==> src/rtl/k3f_pkg.sv <==
// ----------------------------------------------------------------------------
// k3f_pkg: shared definitions for the 3x3 image filter
// Sizes, register indexes, kernel codes and the command record that passes
// from the front end through the queue to the back end.
// ----------------------------------------------------------------------------
package k3f_pkg;

  // Largest image the line stores and counters are built for.
  localparam int MAX_WIDTH    = 2048;
  localparam int MAX_HEIGHT   = 2048;
  localparam int MAX_CHANNELS = 4;

  // Counter and address widths follow from the limits above.
  localparam int COL_W      = $clog2(MAX_WIDTH);
  localparam int ROW_W      = $clog2(MAX_HEIGHT);
  localparam int CH_W       = (MAX_CHANNELS > 1) ? $clog2(MAX_CHANNELS) : 1;
  localparam int LINE_DEPTH = MAX_WIDTH * MAX_CHANNELS;
  localparam int IDX_W      = $clog2(LINE_DEPTH);

  // One line store word holds the older row byte above the newer row byte.
  localparam int PIX_W      = 8;
  localparam int LINE_RAM_W = 2 * PIX_W;

  // Command queue between front and back end.
  localparam int QUEUE_DEPTH = 4;
  localparam int QPTR_W      = $clog2(QUEUE_DEPTH);

  // Configuration port.
  localparam int CFG_IDX_W  = 2;
  localparam int CFG_DATA_W = 12;

  localparam logic [CFG_IDX_W-1:0] CFG_MODE     = 2'd0;
  localparam logic [CFG_IDX_W-1:0] CFG_WIDTH    = 2'd1;
  localparam logic [CFG_IDX_W-1:0] CFG_HEIGHT   = 2'd2;
  localparam logic [CFG_IDX_W-1:0] CFG_CHANNELS = 2'd3;

  // Kernel selection; the fourth code gives all-zero results.
  typedef enum logic [1:0] {
    MODE_SHARPEN = 2'd0,
    MODE_EDGE    = 2'd1,
    MODE_BLUR    = 2'd2
  } mode_t;

  // Last valid position of each counter, after clamping the size registers.
  typedef struct packed {
    logic [ROW_W-1:0] row_last;
    logic [COL_W-1:0] col_last;
    logic [CH_W-1:0]  ch_last;
  } dims_t;

  // Result slots a sample may produce, lowest bit first in output order:
  // bit 0 the centred pixel up and left, bit 1 the right border pixel of the
  // row above, bit 2 the bottom border pixel to the left, bit 3 the corner.
  typedef struct packed {
    logic [PIX_W-1:0] sample;
    logic [ROW_W-1:0] row;
    logic [COL_W-1:0] col;
    logic [CH_W-1:0]  chan;
    logic [IDX_W-1:0] idx;
    logic             kern_en;
    logic [3:0]       emits;
  } cmd_t;

endpackage

==> src/rtl/k3f_queue.sv <==
// ----------------------------------------------------------------------------
// k3f_queue: command queue between front and back end
// Small first-in first-out buffer of commands; the head is visible while the
// queue is not empty.
// ----------------------------------------------------------------------------
module k3f_queue import k3f_pkg::*; (
  input  logic clk,
  input  logic rst,
  input  logic push,
  input  cmd_t push_cmd,
  output logic full,
  input  logic pop,
  output logic empty,
  output cmd_t head
);

  cmd_t              entries [QUEUE_DEPTH];
  logic [QPTR_W-1:0] wr_ptr;
  logic [QPTR_W-1:0] rd_ptr;
  logic [QPTR_W:0]   count;

  assign full  = (count == (QPTR_W + 1)'(QUEUE_DEPTH));
  assign empty = (count == '0);
  assign head  = entries[rd_ptr];

  // Entry storage.
  always_ff @(posedge clk) begin
    if (push) begin
      entries[wr_ptr] <= push_cmd;
    end
  end

  // Pointers and fill count.
  always_ff @(posedge clk) begin
    if (rst) begin
      wr_ptr <= '0;
      rd_ptr <= '0;
      count  <= '0;
    end else begin
      if (push) begin
        wr_ptr <= wr_ptr + 1'b1;
      end
      if (pop) begin
        rd_ptr <= rd_ptr + 1'b1;
      end
      if (push && !pop) begin
        count <= count + 1'b1;
      end else if (pop && !push) begin
        count <= count - 1'b1;
      end
    end
  end

  // The fill count never passes the depth.
  a_count_bound: assert property (@(posedge clk) disable iff (rst)
    count <= (QPTR_W + 1)'(QUEUE_DEPTH))
    else $error("command queue count beyond depth");

  // The back end never takes a command from an empty queue.
  a_no_underflow: assert property (@(posedge clk) disable iff (rst)
    pop |-> !empty)
    else $error("command queue popped while empty");

  // The front end never pushes into a full queue.
  a_no_overflow: assert property (@(posedge clk) disable iff (rst)
    push |-> !full)
    else $error("command queue pushed while full");

endmodule

==> config.mk <==
export PLATFORM = sky130hd
export DESIGN_NAME = k3f_queue
export DESIGN_NICKNAME = d
export VERILOG_FILES = /design/src/rtl/k3f_pkg.sv /design/src/rtl/k3f_queue.sv
export SDC_FILE = /design/constraint.sdc
export NUM_CORES = 1
export LEC_CHECK = 0
export BUFFER_PORTS_ARGS = -buffer_cell sky130_fd_sc_hd__buf_2
export CAP_MARGIN = 20
export CORE_ASPECT_RATIO = 0.9
export CORE_UTILIZATION = 57
export CTS_CLUSTER_SIZE = 10
export DETAILED_ROUTE_END_ITERATION = 7
export GPL_ROUTABILITY_DRIVEN = 0
export MAX_ROUTING_LAYER = met4
export PLACE_DENSITY = 0.88
export SLEW_MARGIN = 40
export SYNTH_ARGS = -nofsm -noshare
export SYNTH_HDL_FRONTEND = slang
export SYNTH_SLANG_ARGS = --single-unit
==> constraint.sdc <==
create_clock -name clk -period 3.09 [get_ports clk]
set_input_delay 0.1545 -clock clk [delete_from_list [all_inputs] [get_ports clk]]
set_output_delay 0.1545 -clock clk [all_outputs]
set_load 0.03 [all_outputs]
* Word-level counts from Yosys, hierarchy flattened
Memory sizes are Yosys's and may differ from the RTL's. A register that Yosys moved wholly into a read port is not among the register bits.
Cells that the tools add are included.
** Operators by class
- Mux-type cells :: 6
- Add/subtract/negate cells :: 4
- Multiply operators :: 0
- Divide/modulo/power cells :: 0
- Equal/unequal tests :: 1
- Shift operators :: 0
- Magnitude comparators :: 0
- Reductions and logical operators :: 6
- Bitwise logic cells :: 0
** Operators with widths (count)
- two-way mux 3 bit :: 2
- adder 2 x 1 -> 2 bit, second input constant :: 2
- two-way mux 2 bit :: 2
- adder 3 x 1 -> 3 bit, second input constant :: 1
- equality test 3 bit, second input constant :: 1
- logical NOT 3 bit :: 1
- subtractor 3 x 1 -> 3 bit, second input constant :: 1
- logical AND 1 bit :: 2
- logical NOT 1 bit :: 2
- two-way mux 1 bit :: 2
- nonzero test 2 bit :: 1
** Storage, ports and cells
- Bits in writable memories :: 200
- Memories kept :: 1
- Bits of input ports :: 54
- Flip-flop bits (word level) :: 7
- Bits in latches :: 0
- Word-level logic and storage cells :: 21
- Output and inout bits :: 52
- ROM bits :: 0
** Memories
- entries :: words 4, bits a word 50, rd ports 1, clocked after memory_dff 1, wr ports 1, RTL line k3f_queue.sv:17 : cmd_t entries [QUEUE_DEPTH];

* Logic depth before layout (Yosys ltp)
- Depth after elaboration :: 4
- Depth in mapped cells :: 7
- Mapped depth without buffers :: 7

* Least setup slack after synthesis
No wires, ideal clock.
- Path type :: register -> register
- Start :: reg wr_ptr[0]
- End :: mem entries[2][0] (netlist bit) (enable)
- Library setup time :: 0.413 ns
- Path buffers :: 0
- Period minus slack after synthesis :: 2.147 ns
- Arrival time :: 1.734 ns
- Required time :: 2.677 ns
- Cell stages (with the launch flop) :: 4
- Path slack :: 0.943 ns
- Cell sequence :: dfxtp_1 -> inv_1 -> ha_1 -> and2_1
** RTL lines
- start, declared :: RTL line k3f_queue.sv:18 : logic [QPTR_W-1:0] wr_ptr;
- start signal, assigned :: RTL line k3f_queue.sv:41 : wr_ptr <= wr_ptr + 1'b1;
- end, declared :: RTL line k3f_queue.sv:17
No word-level cell before the write port.

==> results.yml <==
clock_tree:
  path_clk_slew_ps: 50
  cts.sinks: 209
  tritoncts: "yes"
  clk-insertion-delay-late_ps: 490
  clock_tree.htree_level_count: 1
  cts_resized: 0
  cts.root.buffer_cell: "clkbuf_16"
  ctsLongestPathBuffers: 3
  inserted_clock_buffers: 24
global_route:
  globalRoute.totalOverflow: 0
  grtUsageTotal_pct: 21.5
  grt_start_max_net_pins: 35
  grt_first_pass_wirelength_um: 22000
  vias_in_the_first_global_route: 4047
  antenna_violations_before_repair: 0
critical_path:
  crit_chain: "buf_12, mux4_2, buf_2"
  path_delay_family: "flip-flops"
  crit_path_top_delay_cell: "dfxtp_4"
  cp-end-kind: "primary output"
  crit-reg2reg-launch: "wr_ptr[0]"
  path_max_fanout: 30
  cp.arrival_ps: 2210
  path_class: "flop to primary output"
  cp.buffers_inverters: 2
  critical_path.startpoint_type: "flop"
  endpoint_required_time_on_the_critical_path_ps: 2940
  critical_path.max_stage_delay_ps: 620
power:
  worst_ir_drop_vdd_uv: 479
  power.density_mw_per_mm2: 681
  p_leak_nw: 3.31
yosys:
  netlist_area_mm2: 0.00770
  synth_enable_flop_cells: 200
  synth.lib_cells_used.distinct: 22
  post-synth-top-area-cell: "edfxtp_1"
  synth_seq_cells: 209
  synth-main-ff-cell: "edfxtp_1"
  syn_avg_cell_area_um2: 25.2
  synthesis.instances: 306
  synth-seq-area-share_pct: 80.3
  synthArstFlopShare_pct: 0
  synth_fp_nets: 366
  yosysTopAreaCellShare_pct: 78.0
  yosys-top-cells-area: "edfxtp_1, mux4_2, dfxtp_1"
  synth.yosys.warnings: 0
min_path:
  timing.hold.worst.class: "primary input to flop"
  hold_start: "push"
sta:
  headroom_to_the_max_slew_limit_pct: 58.7
  drv_slew: 0
  rsz0062_at_grt: "false"
  post-route-period-util_pct: 76.6
  worst_slew_pin_slew_ps: 619
  finalSetupViolCount: 0
  achievable-frequency_mhz: 423
  clock_period_minus_final_worst_setup_slack_ps: 2370
  timing.hold.ws_ps: 18.3
  timing.final.hold_violations: 0
  totalNegativeSetupSlack_ps: 0
  finClkSkew_ps: 7.75
status:
  run_status: "complete, no violations"
placement:
  port_buffers: 105
  dpl.hpwl_um: 8200
die:
  floorplan.die_area_mm2: 0.0140
  start_util_pct: 59.6
  num_io_pins: 106
  die_height_um: 112
  core_region_area_mm2: 0.0129
  core.rowCount: 39
  die_width_um: 125
final_layout:
  post_route_cells_drive_above_1_share_pct: 39.3
  antenna_fix_cells: 0
  fillerInstances: 719
  seq_area_mm2: 0.00619
  layout.nets: 543
  layout_area_growth_over_synthesis_pct: 24.6
  multiInputGateArea_mm2: 0.00136
detailed_routing:
  firstDrtPassIters: 4
  route.vias.total: 3717
  detailedRoute.firstIterationViolations: 234
  post_detailed_routing_wire_length_um: 13800
  drt-wirelength-per-cell_um: 21.1
  drt-vias-per-instance: 5.67
  antenna_violating_nets_post_route: 0
  drc: 0
run:
  maxCapViolCount: 0
## worst min-delay path, stage by stage
cell,delay (ps)
buf_2,150
mux2i_1,90
nor2_1,80
## sequential cells by signal, summed over array words and instances (netlist names), named ones only
register  count
count         3
entries     200
rd_ptr        2
wr_ptr        2
## Yosys cell counts (all sizes together), types with 2 or more instances
cell / count
and2: 4
buf: 12
dfxtp: 9
edfxtp: 200
ha: 5
inv: 4
mux2i: 2
mux4: 50
nor2: 7
xnor2: 2
xor2: 3
## metrics by stage
| stage | instance area [um^2] | power [W] | setup WS [ps] | instances | utilization, % |
|---|---|---|---|---|---|
| 2_1_floorplan | 7700 | 0.00390 | 943 | 306 | - |
| 3_3_place_gp | 8410 | 0.00410 | 1190 | 569 | 65.1 |
| 3_5_place_dp | 8410 | 0.00413 | 1170 | 569 | 65.1 |
| 4_1_cts | 9590 | 0.00659 | 651 | 655 | 74.2 |
| 5_1_grt | 9590 | 0.00675 | 557 | 655 | 74.2 |
| 6_report | 9590 | 0.00653 | 723 | 655 | 74.2 |
## power by group
group	switching, W	leakage, nW	internal, W
Clock	0.000958	0.319	0.00145
Combinational	0.000469	1.08	0.000328
Sequential	0.0000664	1.91	0.00326
## worst paths after layout
path,slack [ps],cells after the start,end
worst max-delay path,720,3,head[47]
worst min-delay path,20,3,wr_ptr[1]
worst max register to register,1380,3,entries[1][0]
worst min register to register,510,2,count[2]
## cell type report
class / instances / share of cell area, %
Sequential cell: 209 / 64.5
Timing Repair Buffer: 164 / 12.1
Clock buffer: 34 / 6.87
Multi-Input combinational cell: 80 / 14.2
Inverter: 4 / 0.157
Tap cell: 164 / 2.14
## per-layer routing
layer	vias to the layer above	GRT usage (%)	routed length [um]
li1	1633	-	-
met1	1906	29.2	5580
met2	156	34.1	6880
met3	22	4.77	1130
met4	0	4.66	208
met5	-	-	0
## cells by family (layout without fill, tap and decap cells)
family                     after synthesis  count (layout)  synth area share (%)
DFF                                    209             209                  80.3
buffers and inverters                   17             202                  2.06
and+or+nand+nor                         15              15                 0.959
adders and majority gates                6               6                  1.07
xor gates and xnor gates                 5               5                 0.569
muxes                                   52              52                  14.9
AOI/OAI and AO/OA                        2               2                 0.130
## cells in the final DEF (no fill, tap or decap)
cell	instances
dlygate4sd3_1	52
clkbuf_1	9
inv_1	4
xor2_1	3
nand2_1	1
clkbuf_16	25
o21ai_0	1
buf_2	105
xnor2_1	2
nor2_1	7
or3_1	1
dfxtp_4	1
fa_1	1
dfxtp_2	1
dfxtp_1	7
edfxtp_1	200
and2_2	4
buf_12	5
nor3b_1	1
mux4_2	50
ha_1	5
a21oi_1	1
nor3_1	1
buf_4	2
mux2i_1	2
## timing repair
action                    4_1_cts  5_1_grt
hold endpoints to repair      209        0
buffers inserted                0        0
hold buffers                   52        0
No activity file was read; power rests on OpenSTA's default activity.
