==> src/rtl/k3f_pkg.sv <==
// ----------------------------------------------------------------------------
// k3f_pkg: shared definitions for the 3x3 image filter
// Sizes, register indexes, kernel codes and the command record that passes
// from the front end through the queue to the back end.
// ----------------------------------------------------------------------------
package k3f_pkg;

  // Largest image the line stores and counters are built for.
  localparam int MAX_WIDTH    = 2048;
  localparam int MAX_HEIGHT   = 2048;
  localparam int MAX_CHANNELS = 4;

  // Counter and address widths follow from the limits above.
  localparam int COL_W      = $clog2(MAX_WIDTH);
  localparam int ROW_W      = $clog2(MAX_HEIGHT);
  localparam int CH_W       = (MAX_CHANNELS > 1) ? $clog2(MAX_CHANNELS) : 1;
  localparam int LINE_DEPTH = MAX_WIDTH * MAX_CHANNELS;
  localparam int IDX_W      = $clog2(LINE_DEPTH);

  // One line store word holds the older row byte above the newer row byte.
  localparam int PIX_W      = 8;
  localparam int LINE_RAM_W = 2 * PIX_W;

  // Command queue between front and back end.
  localparam int QUEUE_DEPTH = 4;
  localparam int QPTR_W      = $clog2(QUEUE_DEPTH);

  // Configuration port.
  localparam int CFG_IDX_W  = 2;
  localparam int CFG_DATA_W = 12;

  localparam logic [CFG_IDX_W-1:0] CFG_MODE     = 2'd0;
  localparam logic [CFG_IDX_W-1:0] CFG_WIDTH    = 2'd1;
  localparam logic [CFG_IDX_W-1:0] CFG_HEIGHT   = 2'd2;
  localparam logic [CFG_IDX_W-1:0] CFG_CHANNELS = 2'd3;

  // Kernel selection; the fourth code gives all-zero results.
  typedef enum logic [1:0] {
    MODE_SHARPEN = 2'd0,
    MODE_EDGE    = 2'd1,
    MODE_BLUR    = 2'd2
  } mode_t;

  // Last valid position of each counter, after clamping the size registers.
  typedef struct packed {
    logic [ROW_W-1:0] row_last;
    logic [COL_W-1:0] col_last;
    logic [CH_W-1:0]  ch_last;
  } dims_t;

  // Result slots a sample may produce, lowest bit first in output order:
  // bit 0 the centred pixel up and left, bit 1 the right border pixel of the
  // row above, bit 2 the bottom border pixel to the left, bit 3 the corner.
  typedef struct packed {
    logic [PIX_W-1:0] sample;
    logic [ROW_W-1:0] row;
    logic [COL_W-1:0] col;
    logic [CH_W-1:0]  chan;
    logic [IDX_W-1:0] idx;
    logic             kern_en;
    logic [3:0]       emits;
  } cmd_t;

endpackage

==> src/rtl/k3f_if.sv <==
// ----------------------------------------------------------------------------
// k3f_if: stream channels of the 3x3 image filter
// Sample channel into the block and result channel out of it, each with a
// valid/ready handshake.
// ----------------------------------------------------------------------------
interface k3f_in_if import k3f_pkg::*; ();
  logic             valid;
  logic             ready;
  logic [PIX_W-1:0] sample;
  logic             frame_start;

  modport source (output valid, output sample, output frame_start, input ready);
  modport sink   (input valid, input sample, input frame_start, output ready);
endinterface


==> src/rtl/k3f_front.sv <==
// ----------------------------------------------------------------------------
// k3f_front: position tracking and classification
// Accepts samples, keeps the row, column and channel counters, and turns each
// sample into a command naming its line store address and its result slots.
// ----------------------------------------------------------------------------
module k3f_front import k3f_pkg::*; (
  input  logic  clk,
  input  logic  rst,
  input  dims_t dims,
  k3f_in_if.sink pixels,
  input  logic  queue_full,
  output logic  push,
  output cmd_t  push_cmd
);

  logic [ROW_W-1:0] row_q;
  logic [COL_W-1:0] col_q;
  logic [CH_W-1:0]  chan_q;
  logic [ROW_W-1:0] row_next;
  logic [COL_W-1:0] col_next;
  logic [CH_W-1:0]  chan_next;

  logic [ROW_W-1:0] row_start;
  logic [COL_W-1:0] col_start;
  logic [CH_W-1:0]  chan_start;
  logic [ROW_W-1:0] r;
  logic [COL_W-1:0] c;
  logic [CH_W-1:0]  k;
  logic [CH_W:0]    nchan;
  logic             col_edge;
  logic             row_edge;

  assign pixels.ready = !queue_full;
  assign push         = pixels.valid && !queue_full;

  // Frame start and out-of-range counters restart at zero.
  always_comb begin
    row_start  = pixels.frame_start ? '0 : row_q;
    col_start  = pixels.frame_start ? '0 : col_q;
    chan_start = pixels.frame_start ? '0 : chan_q;
    k = (chan_start > dims.ch_last)  ? '0 : chan_start;
    c = (col_start  > dims.col_last) ? '0 : col_start;
    r = (row_start  > dims.row_last) ? '0 : row_start;
  end

  // Line store address and result slots of this sample.
  always_comb begin
    nchan    = {1'b0, dims.ch_last} + 1'b1;
    col_edge = (c == dims.col_last);
    row_edge = (r == dims.row_last);

    push_cmd.sample   = pixels.sample;
    push_cmd.row      = r;
    push_cmd.col      = c;
    push_cmd.chan     = k;
    push_cmd.idx      = IDX_W'(c) * IDX_W'(nchan) + IDX_W'(k);
    push_cmd.kern_en  = (r >= ROW_W'(2)) && (c >= COL_W'(2));
    push_cmd.emits[0] = (r != '0) && (c != '0);
    push_cmd.emits[1] = (r != '0) && col_edge;
    push_cmd.emits[2] = row_edge && (c != '0);
    push_cmd.emits[3] = row_edge && col_edge;
  end

  // Advance channel, then column, then row.
  always_comb begin
    row_next  = r;
    col_next  = c;
    chan_next = k + 1'b1;
    if (k == dims.ch_last) begin
      chan_next = '0;
      col_next  = c + 1'b1;
      if (col_edge) begin
        col_next = '0;
        row_next = row_edge ? '0 : r + 1'b1;
      end
    end
  end

  always_ff @(posedge clk) begin
    if (rst) begin
      row_q  <= '0;
      col_q  <= '0;
      chan_q <= '0;
    end else if (push) begin
      row_q  <= row_next;
      col_q  <= col_next;
      chan_q <= chan_next;
    end
  end

endmodule

==> src/flat_wrapper.sv <==
// flat-port wrapper written by rule: the top's interface ports become plain ports
module k3f_front_flat import k3f_pkg::*;
  (clk, rst, dims, queue_full, push, push_cmd, pixels_valid, pixels_sample, pixels_frame_start, pixels_ready);
  k3f_in_if pixels_i ();
  input  logic clk;
  input  logic rst;
  input  dims_t dims;
  input  logic queue_full;
  output logic push;
  output cmd_t push_cmd;
  input wire logic [$bits(pixels_i.valid)-1:0] pixels_valid;
  input wire logic [$bits(pixels_i.sample)-1:0] pixels_sample;
  input wire logic [$bits(pixels_i.frame_start)-1:0] pixels_frame_start;
  output wire logic [$bits(pixels_i.ready)-1:0] pixels_ready;
  assign pixels_i.valid = pixels_valid;
  assign pixels_i.sample = pixels_sample;
  assign pixels_i.frame_start = pixels_frame_start;
  assign pixels_ready = pixels_i.ready;
  k3f_front u_core (.clk(clk), .rst(rst), .dims(dims), .pixels(pixels_i), .queue_full(queue_full), .push(push), .push_cmd(push_cmd));
endmodule
==> config.mk <==
export PLATFORM = sky130hd
export DESIGN_NAME = k3f_front_flat
export DESIGN_NICKNAME = d
export VERILOG_FILES = /design/src/rtl/k3f_pkg.sv /design/src/rtl/k3f_if.sv /design/src/rtl/k3f_front.sv /design/src/flat_wrapper.sv
export SDC_FILE = /design/constraint.sdc
export NUM_CORES = 1
export LEC_CHECK = 0
export BUFFER_PORTS_ARGS = -buffer_cell sky130_fd_sc_hd__buf_2
export CORE_MARGIN = 2
export CORE_UTILIZATION = 61
export DETAILED_ROUTE_END_ITERATION = 10
export MAX_ROUTING_LAYER = met4
export PLACE_DENSITY_LB_ADDON = 0.05
export SYNTH_ARGS = -nofsm -noshare
export SYNTH_HDL_FRONTEND = slang
export SYNTH_SLANG_ARGS = --single-unit
==> constraint.sdc <==
create_clock -name clk -period 21.9 [get_ports clk]
set_input_delay 4.38 -clock clk [delete_from_list [all_inputs] [get_ports clk]]
set_output_delay 4.38 -clock clk [all_outputs]
set_load 0.05 [all_outputs]
# ---- Word-level counts from Yosys, hierarchy flattened
# Index checks and enable logic that the tools add are counted.
dict set report classes {
  addsub 5
  n_mul 1
  div_mod_pow 0
  n_lt_le_gt_ge 5
  n_eq_ne 3
  n_shift 0
  mux 12
  bitwise_logic 0
  reduce_logical 9
}
# cell count
set ops {}
lappend ops {{11-bit 2-to-1 mux} 9}
lappend ops {{11-bit by 1-bit adder with 11-bit output (second input constant)} 2}
lappend ops {{11-bit equality test} 2}
lappend ops {{11-bit by 2-bit >= comparator with 1-bit output (second input constant)} 2}
lappend ops {{11-bit > comparator} 2}
lappend ops {{11-bit nonzero test} 2}
lappend ops {{13-bit by 2-bit adder with 13-bit output} 1}
lappend ops {{11-bit by 3-bit multiplier with 13-bit output} 1}
lappend ops {{1-bit logical AND} 6}
lappend ops {{2-bit 2-to-1 mux} 3}
lappend ops {{2-bit by 1-bit adder with 3-bit output (second input constant)} 1}
lappend ops {{2-bit by 1-bit adder with 2-bit output (second input constant)} 1}
lappend ops {{2-bit equality test} 1}
lappend ops {{2-bit > comparator} 1}
lappend ops {{1-bit logical NOT} 1}
dict set report word_totals {
  reg_bits 24
  latchBits 0
  mem_bits_rw 0
  romBits 0
  input_bits 37
  output_inout_bits 52
  memories 0
}

# ---- Depth between registers and ports, before layout
# Gate-level depths: netlist of the first run.
dict set report logic_depth {
  ltp_word 7
  mapped_depth 24
  ltp_nobuf 23
}

# ---- Least setup slack after synthesis of the first run
# OpenSTA, ideal clock, no wires.
dict set report synth_path {
  path_kind {in2out}
  startpoint {in pixels_frame_start}
  endpoint {out push_cmd[17] in the netlist's numbering}
  arrival_ns 10.180
  setup_slack_ns 7.340
  stages 22
  n_path_buf 3
  cell_sequence {buf_6 -> clkbuf_1 -> buf_1 -> nor2_1 -> ha_1 -> a21oi_1 -> o221ai_1 -> a211oi_1 -> nor2_1 -> nor2b_1 -> and2_1 -> fa_1 -> ha_1 -> ha_1 -> a21o_1 -> a21oi_1 -> nor2b_1 -> o211ai_1 -> nand2_1 -> a41oi_1 -> a21oi_1 -> xnor2_1}
}
# item line_no
set synth_rtl {}
lappend synth_rtl {{start: declaration} flat_wrapper.sv:13} ;# input wire logic [$bits(pixels_i.frame_start)-1:0] pixels_frame_start;
lappend synth_rtl {{end: declaration} flat_wrapper.sv:10} ;# output cmd_t push_cmd;

==> results of run 1 <==
## kinds of logic after synthesis
kind of cell               Yosys count  share of synthesized area
and+or+nand+nor                    223                      0.289
AOI/OAI and AO/OA                  141                      0.235
buffers and inverters               89                     0.0934
adders and majority gates           66                      0.225
DFF                                 24                      0.120
xor gates and xnor gates            17                     0.0372
## cell usage after synthesis, drive strengths merged, types with 4 or more instances
cell type,number,area [µm²]
nand2b,4,25.0
o21ai,25,125
fa,10,200
buf,12,85.1
nor4,12,75.1
a221oi,6,52.6
and2,10,62.6
nand4,16,100
or2,6,37.5
and3,23,144
a211oi,6,50.1
clkbuf,20,75.1
nor2b,13,81.3
dfxtp,24,480
a41oi,8,70.1
xnor2,14,123
nor2,47,176
a21oi,36,180
a31oi,8,50.1
nor3,19,100
ha,56,701
o22ai,12,75.1
nand3,20,100
nand2,41,154
a21o,10,75.1
inv,56,210
## layer usage
| layer | GRT usage | routed length (µm) | vias to the layer above |
|---|---|---|---|
| met3 | 0.0467 | 1000 | 57 |
| met4 | 0.160 | 525 | 0 |
| met2 | 0.580 | 5920 | 275 |
| met5 | - | 0 | - |
| li1 | - | - | 2141 |
| met1 | 0.389 | 4680 | 1995 |
## layout make-up
cell class / count / area, µm² / area share
repair buffers: 74 / 375 / 0.0855
clock inverters: 1 / 30.0 / 0.00684
flip-flops and latches: 24 / 480 / 0.109
clock buffers: 3 / 41.3 / 0.00941
multi-input cells: 447 / 3150 / 0.718
inverters: 57 / 214 / 0.0487
well taps: 77 / 96.3 / 0.0219
## tightest hold or removal path, cell delays in order (launching register included)
cell	delay, ps
dfxtp_1	320
nand2_1	50
a21oi_1	50
## power groups by stage
stage | clock network, mW | registers [mW] | logic (mW)
after floorplan | 0 | 0.0456 | 0.0235
after global placement | 0 | 0.0460 | 0.0279
after detailed placement | 0 | 0.0460 | 0.0284
after CTS | 0.0396 | 0.0450 | 0.0286
after global routing | 0.0419 | 0.0451 | 0.0318
final | 0.0393 | 0.0450 | 0.0291
## metrics by stage
stage	total power, mW	setup WS [ps]
finish	0.113	7500
global route	0.119	7010
CTS	0.113	7540
floorplan	0.0691	7340
global placement	0.0739	7680
detailed placement	0.0745	7540
## registers in the layout (all words and copies together), names as in the netlist
name           cells
u_core.col_q      11
u_core.chan_q      2
u_core.row_q      11
## worst min path at each step
stage / startpoint / end / slack (ps)
6_report: u_core.col_q[1]$_SDFFE_PP0P_ / u_core.col_q[1]$_SDFFE_PP0P_ / 470
5_1_grt: u_core.col_q[1]$_SDFFE_PP0P_ / u_core.col_q[1]$_SDFFE_PP0P_ / 490
4_1_cts: u_core.col_q[1]$_SDFFE_PP0P_ / u_core.col_q[1]$_SDFFE_PP0P_ / 470
3_5_place_dp: u_core.col_q[1]$_SDFFE_PP0P_ / u_core.col_q[1]$_SDFFE_PP0P_ / 460
3_3_place_gp: u_core.col_q[1]$_SDFFE_PP0P_ / u_core.col_q[1]$_SDFFE_PP0P_ / 440
2_1_floorplan: u_core.col_q[1]$_SDFFE_PP0P_ / u_core.col_q[1]$_SDFFE_PP0P_ / 430
==> impl_metrics.tcl, run 1 <==
set metrics [dict create \
    start_util 0.631 \
    core_um2 6350 \
    dieWidth_um 85.0 \
    max_freq_mhz 69.4 \
    syn-num-nets 663 \
    postCtsResizedCells 0 \
    critPathLaunchType "input pin" \
    cp-end-kind "output port" \
    arrival_ps 10020 \
    dr_total_vias 4468 \
    powerDensity_nw_per_um2 25.9 \
    die_h_um 85.0 \
    cp.depth 23 \
    avgViaCountPerCell 6.54 \
    drc_errors 0 \
    totalWireLength_mm 12.1 \
    post-cts-setup-buffers 0 \
    grt_start_max_net_pins 29 \
    hold_ws_ps 468 \
    pwr-share-clk 0.346 \
    finalSetupTns_ps 0 \
    period_share 0.658 \
    path_class "input pin to output port" \
    clk-insertion-delay-late_ps 270 \
    hold_buffers 0 \
    worst_slew_pin_slew_ps 1040 \
    ys_seq_area_frac 0.120 \
    clock_sinks 24 \
    yosysUniqueCellTypes 62 \
    cp_slowest_cell "fa_1" \
    p_switching_mw 0.0358 \
    gp_congestion 0.985 \
    reg2regPathDepth 16 \
    layout_commonest_cell "buf_2" \
    fin_skew_ps 3.50 \
    final_nets 710 \
    synth_ff_type "dfxtp_1" \
    area_growth_pct 9.56 \
    ir_drop_uv 35.3 \
    grt_pass1_wl_mm 19.8 \
    antenna_found_initial 0 \
    cts_tree "done" \
    p_leak_nw 2.28 \
    min_period_ps 14400 \
    clockRootBuffer "clkbuf_8" \
    firstDrtPassIters 5 \
    reg2reg_from "u_core.row_q[2]$_SDFFE_PP0P_" \
    h-tree-depth 1 \
    rows 29 \
    worstReg2RegEnd "u_core.row_q[10]$_SDFFE_PP0P_" \
    synth.ff_latch_count 24 \
    critPathRequiredTime_ps 17520 \
    die_area_um2 7230 \
    slew-limit-headroom 0.296 \
    avgRoutedWirePerCell_um 17.7 \
    rsz0062_at_grt "no" \
    path_max_fanout 28 \
    drive_above_1_share 0.144 \
    nFillCells 550 \
    grt_pass1_vias 4212 \
    place_area_um2 4320 \
    combPwrFrac 0.257 \
    grt_util_all_layers 0.339 \
    synth_cells 560 \
    syn_avg_cell_area_um2 7.15 \
    cpPeakStageDelay_ps 460 \
    status "completed" \
    stdcell_count 683 \
    mostFrequentLayoutCells "72 x buf_2, 56 x inv_1, 56 x ha_1" \
    ios 89 \
    path_buf_inv 4 \
    synth_async_sr_flop_share 0 \
    final_area_um2 4390 \
    seqPwrFrac 0.397 \
    io_buffers 72 \
    antennaDiodeCount 0 \
    ant_nets 0 \
    critPathLaunch "pixels_frame_start" \
    slew_violations 0 \
    dp_hpwl_mm 9.47 \
    critPathCapture "push_cmd[16]" \
    cts-buffers-inserted 3 \
    clk_pin_slew_worst_paths_ps 90 \
    grt_remaining_overflow 0 \
    maxCapViolCount 0 \
    worstHoldPathType "flop to flop" \
    dp.cells 679 \
    finish.utilization 0.691 \
    clk_path_buf_depth 2 \
    switching_share 0.316 \
    worstPathCellList "buf_2 -> inv_1 -> nand2_1 -> inv_1 -> ha_1 -> nand3_1 -> nor4_1 -> a21o_1 -> nor2_1 -> nor2b_1 -> and2_1 -> fa_1 -> ha_1 -> fa_1 -> a21o_1 -> a21oi_1 -> o21bai_1 -> a21oi_1 -> o21ai_0 -> a21o_1 -> a21oi_1 -> xnor2_1 -> buf_2" \
    r2r_slack_ps 17430 \
    synth_edf_count 0 \
    hold_viol_final 0 \
    ys_warn_count 0 \
    syn_area_um2 4010 \
    p_int_mw 0.0777 \
    holdPathStages 2 \
    critPathTopFamily "simple AND/OR/NAND/NOR gates" \
    drt-initial-drc-count 520 \
    setup_viol 0 \
]
Power figures use the tool's default switching activity.
==> run 2, diff against run 1 <==
--- a/config.mk
+++ b/config.mk
@@ -7,7 +7,7 @@
 export LEC_CHECK = 0
 export BUFFER_PORTS_ARGS = -buffer_cell sky130_fd_sc_hd__buf_2
 export CORE_MARGIN = 2
-export CORE_UTILIZATION = 61
+export CORE_UTILIZATION = 51
 export DETAILED_ROUTE_END_ITERATION = 10
 export MAX_ROUTING_LAYER = met4
 export PLACE_DENSITY_LB_ADDON = 0.05
==> constraint.sdc (replaced) <==
create_clock -name clk -period 12.65 [get_ports clk]
set_input_delay 2.53 -clock clk [delete_from_list [all_inputs] [get_ports clk]]
set_output_delay 2.53 -clock clk [all_outputs]
set_load 0.05 [all_outputs]
==> impl_metrics.tcl, run 2 (synthesis results as in run 1) <==
set metrics [dict create \
    h-tree-depth 1 \
    arrival_ps 8400 \
    drc_errors 0 \
    antennaDiodeCount 0 \
    totalWireLength_mm 12.6 \
    post-cts-setup-buffers 0 \
    grt_pass1_vias 4363 \
    grt_util_all_layers 0.305 \
    area_growth_pct 10.1 \
    use_met1 0.356 \
    clockRootBuffer "clkbuf_8" \
    rsz0062_at_grt "no" \
    gp_congestion 0.945 \
    firstDrtPassIters 5 \
    powerDensity_nw_per_um2 41.7 \
    final_nets 711 \
    slew-limit-headroom 0.418 \
    hold_buffers 0 \
    drive_above_1_share 0.145 \
    status "completed" \
    grt_pass1_wl_mm 20.9 \
    globalRouteMet3Util 0.0293 \
    ant_nets 0 \
    maxCapViolCount 0 \
    critPathRequiredTime_ps 10120 \
    path_class "input pin to output port" \
    grt_remaining_overflow 0 \
    met2_usage 0.538 \
    r2r_slack_ps 8120 \
    io_buffers 72 \
    dieWidth_um 92.6 \
    top_regs "u_core.col_q x11, u_core.row_q x11, u_core.chan_q x2" \
    min_from "u_core.col_q[1]$_SDFFE_PP0P_" \
    period_share 0.864 \
    avgViaCountPerCell 6.17 \
    drt-initial-drc-count 251 \
    die_h_um 92.6 \
    path_max_fanout 28 \
    cp-end-kind "output port" \
    clock_sinks 24 \
    grt_start_max_net_pins 29 \
    max_freq_mhz 91.5 \
    dp_hpwl_mm 9.80 \
    reg2reg_from "u_core.col_q[2]$_SDFFE_PP0P_" \
    busiest_layer "met2" \
    reg2regPathDepth 14 \
    min_to "u_core.col_q[1]$_SDFFE_PP0P_" \
    fin_skew_ps 11.2 \
    layout_commonest_cell "buf_2" \
    dr_total_vias 4371 \
    postCtsResizedCells 0 \
    clk_path_buf_depth 2 \
    nFillCells 774 \
    clk_pin_slew_worst_paths_ps 80 \
    avgRoutedWirePerCell_um 17.8 \
    hold_viol_final 0 \
    antenna_found_initial 0 \
    worstHoldPathType "flop to flop" \
    mostFrequentLayoutCells "72 x buf_2, 56 x inv_1, 56 x ha_1" \
    p_leak_nw 2.27 \
    die_area_um2 8580 \
    ios 89 \
    cts-buffers-inserted 3 \
    finalSetupTns_ps 0 \
    cts_tree "done" \
    setup_viol 0 \
    core_um2 7690 \
    holdPathStages 2 \
    finish.utilization 0.574 \
    clk-insertion-delay-late_ps 280 \
    ir_drop_uv 36.5 \
    start_util 0.521 \
    worst_slew_pin_slew_ps 873 \
    worstReg2RegEnd "u_core.col_q[8]$_SDFFE_PP0P_" \
    slew_violations 0 \
    critPathLaunchType "input pin" \
    rows 32 \
    min_period_ps 10930 \
]
## run 2: cell type report
cell class	count	area, µm²	area share
well taps	102	128	0.0289
inverters	57	214	0.0485
repair buffers	75	383	0.0868
flip-flops and latches	24	480	0.109
clock buffers	4	55.1	0.0125
multi-input cells	447	3150	0.714
## run 2: worst max-delay path, cell delays in order
cell	delay, ps
buf_2	430
inv_1	250
nand2_1	210
inv_1	80
ha_1	290
nand3_1	140
o221ai_1	140
a211oi_1	400
nor2_1	220
nor2b_1	480
and2_1	230
fa_1	420
ha_1	350
fa_1	470
a21o_1	180
a21oi_1	210
o21bai_1	100
a21oi_1	230
o21ai_0	210
a21o_1	210
a21oi_1	180
xnor2_1	140
buf_2	280
## run 2: where the power goes
part	switching (mW)	internal, mW
clock network	0.0268	0.0279
registers	0.00153	0.0764
logic	0.0352	0.0160
total	0.0635	0.120
## run 2: worst max-delay path by stage
stage               slack [ps]               start            to  cells after the start
floorplan                 1790  pixels_frame_start  push_cmd[17]                     22
global placement          2100  pixels_frame_start  push_cmd[16]                     23
detailed placement        1810  pixels_frame_start  push_cmd[16]                     23
CTS                       1800  pixels_frame_start  push_cmd[16]                     23
global route              1280  pixels_frame_start  push_cmd[16]                     23
finish                    1720  pixels_frame_start  push_cmd[16]                     23
## run 2: layer usage
metal / routed length, µm / vias up
li1: - / 2132
met1: 5170 / 2016
met2: 6350 / 185
met3: 669 / 38
met4: 460 / 0
met5: 0 / -
## run 2: through the flow
stage	instances	cell area, µm²	power [mW]	hold slack (ps)	setup WS (ps)
after detailed placement	705	4360	0.130	456	1810
after CTS	709	4410	0.184	468	1800
final	709	4410	0.184	469	1720
after floorplan	560	4010	0.120	427	1790
after global routing	709	4410	0.193	487	1280
after global placement	705	4360	0.129	443	2100
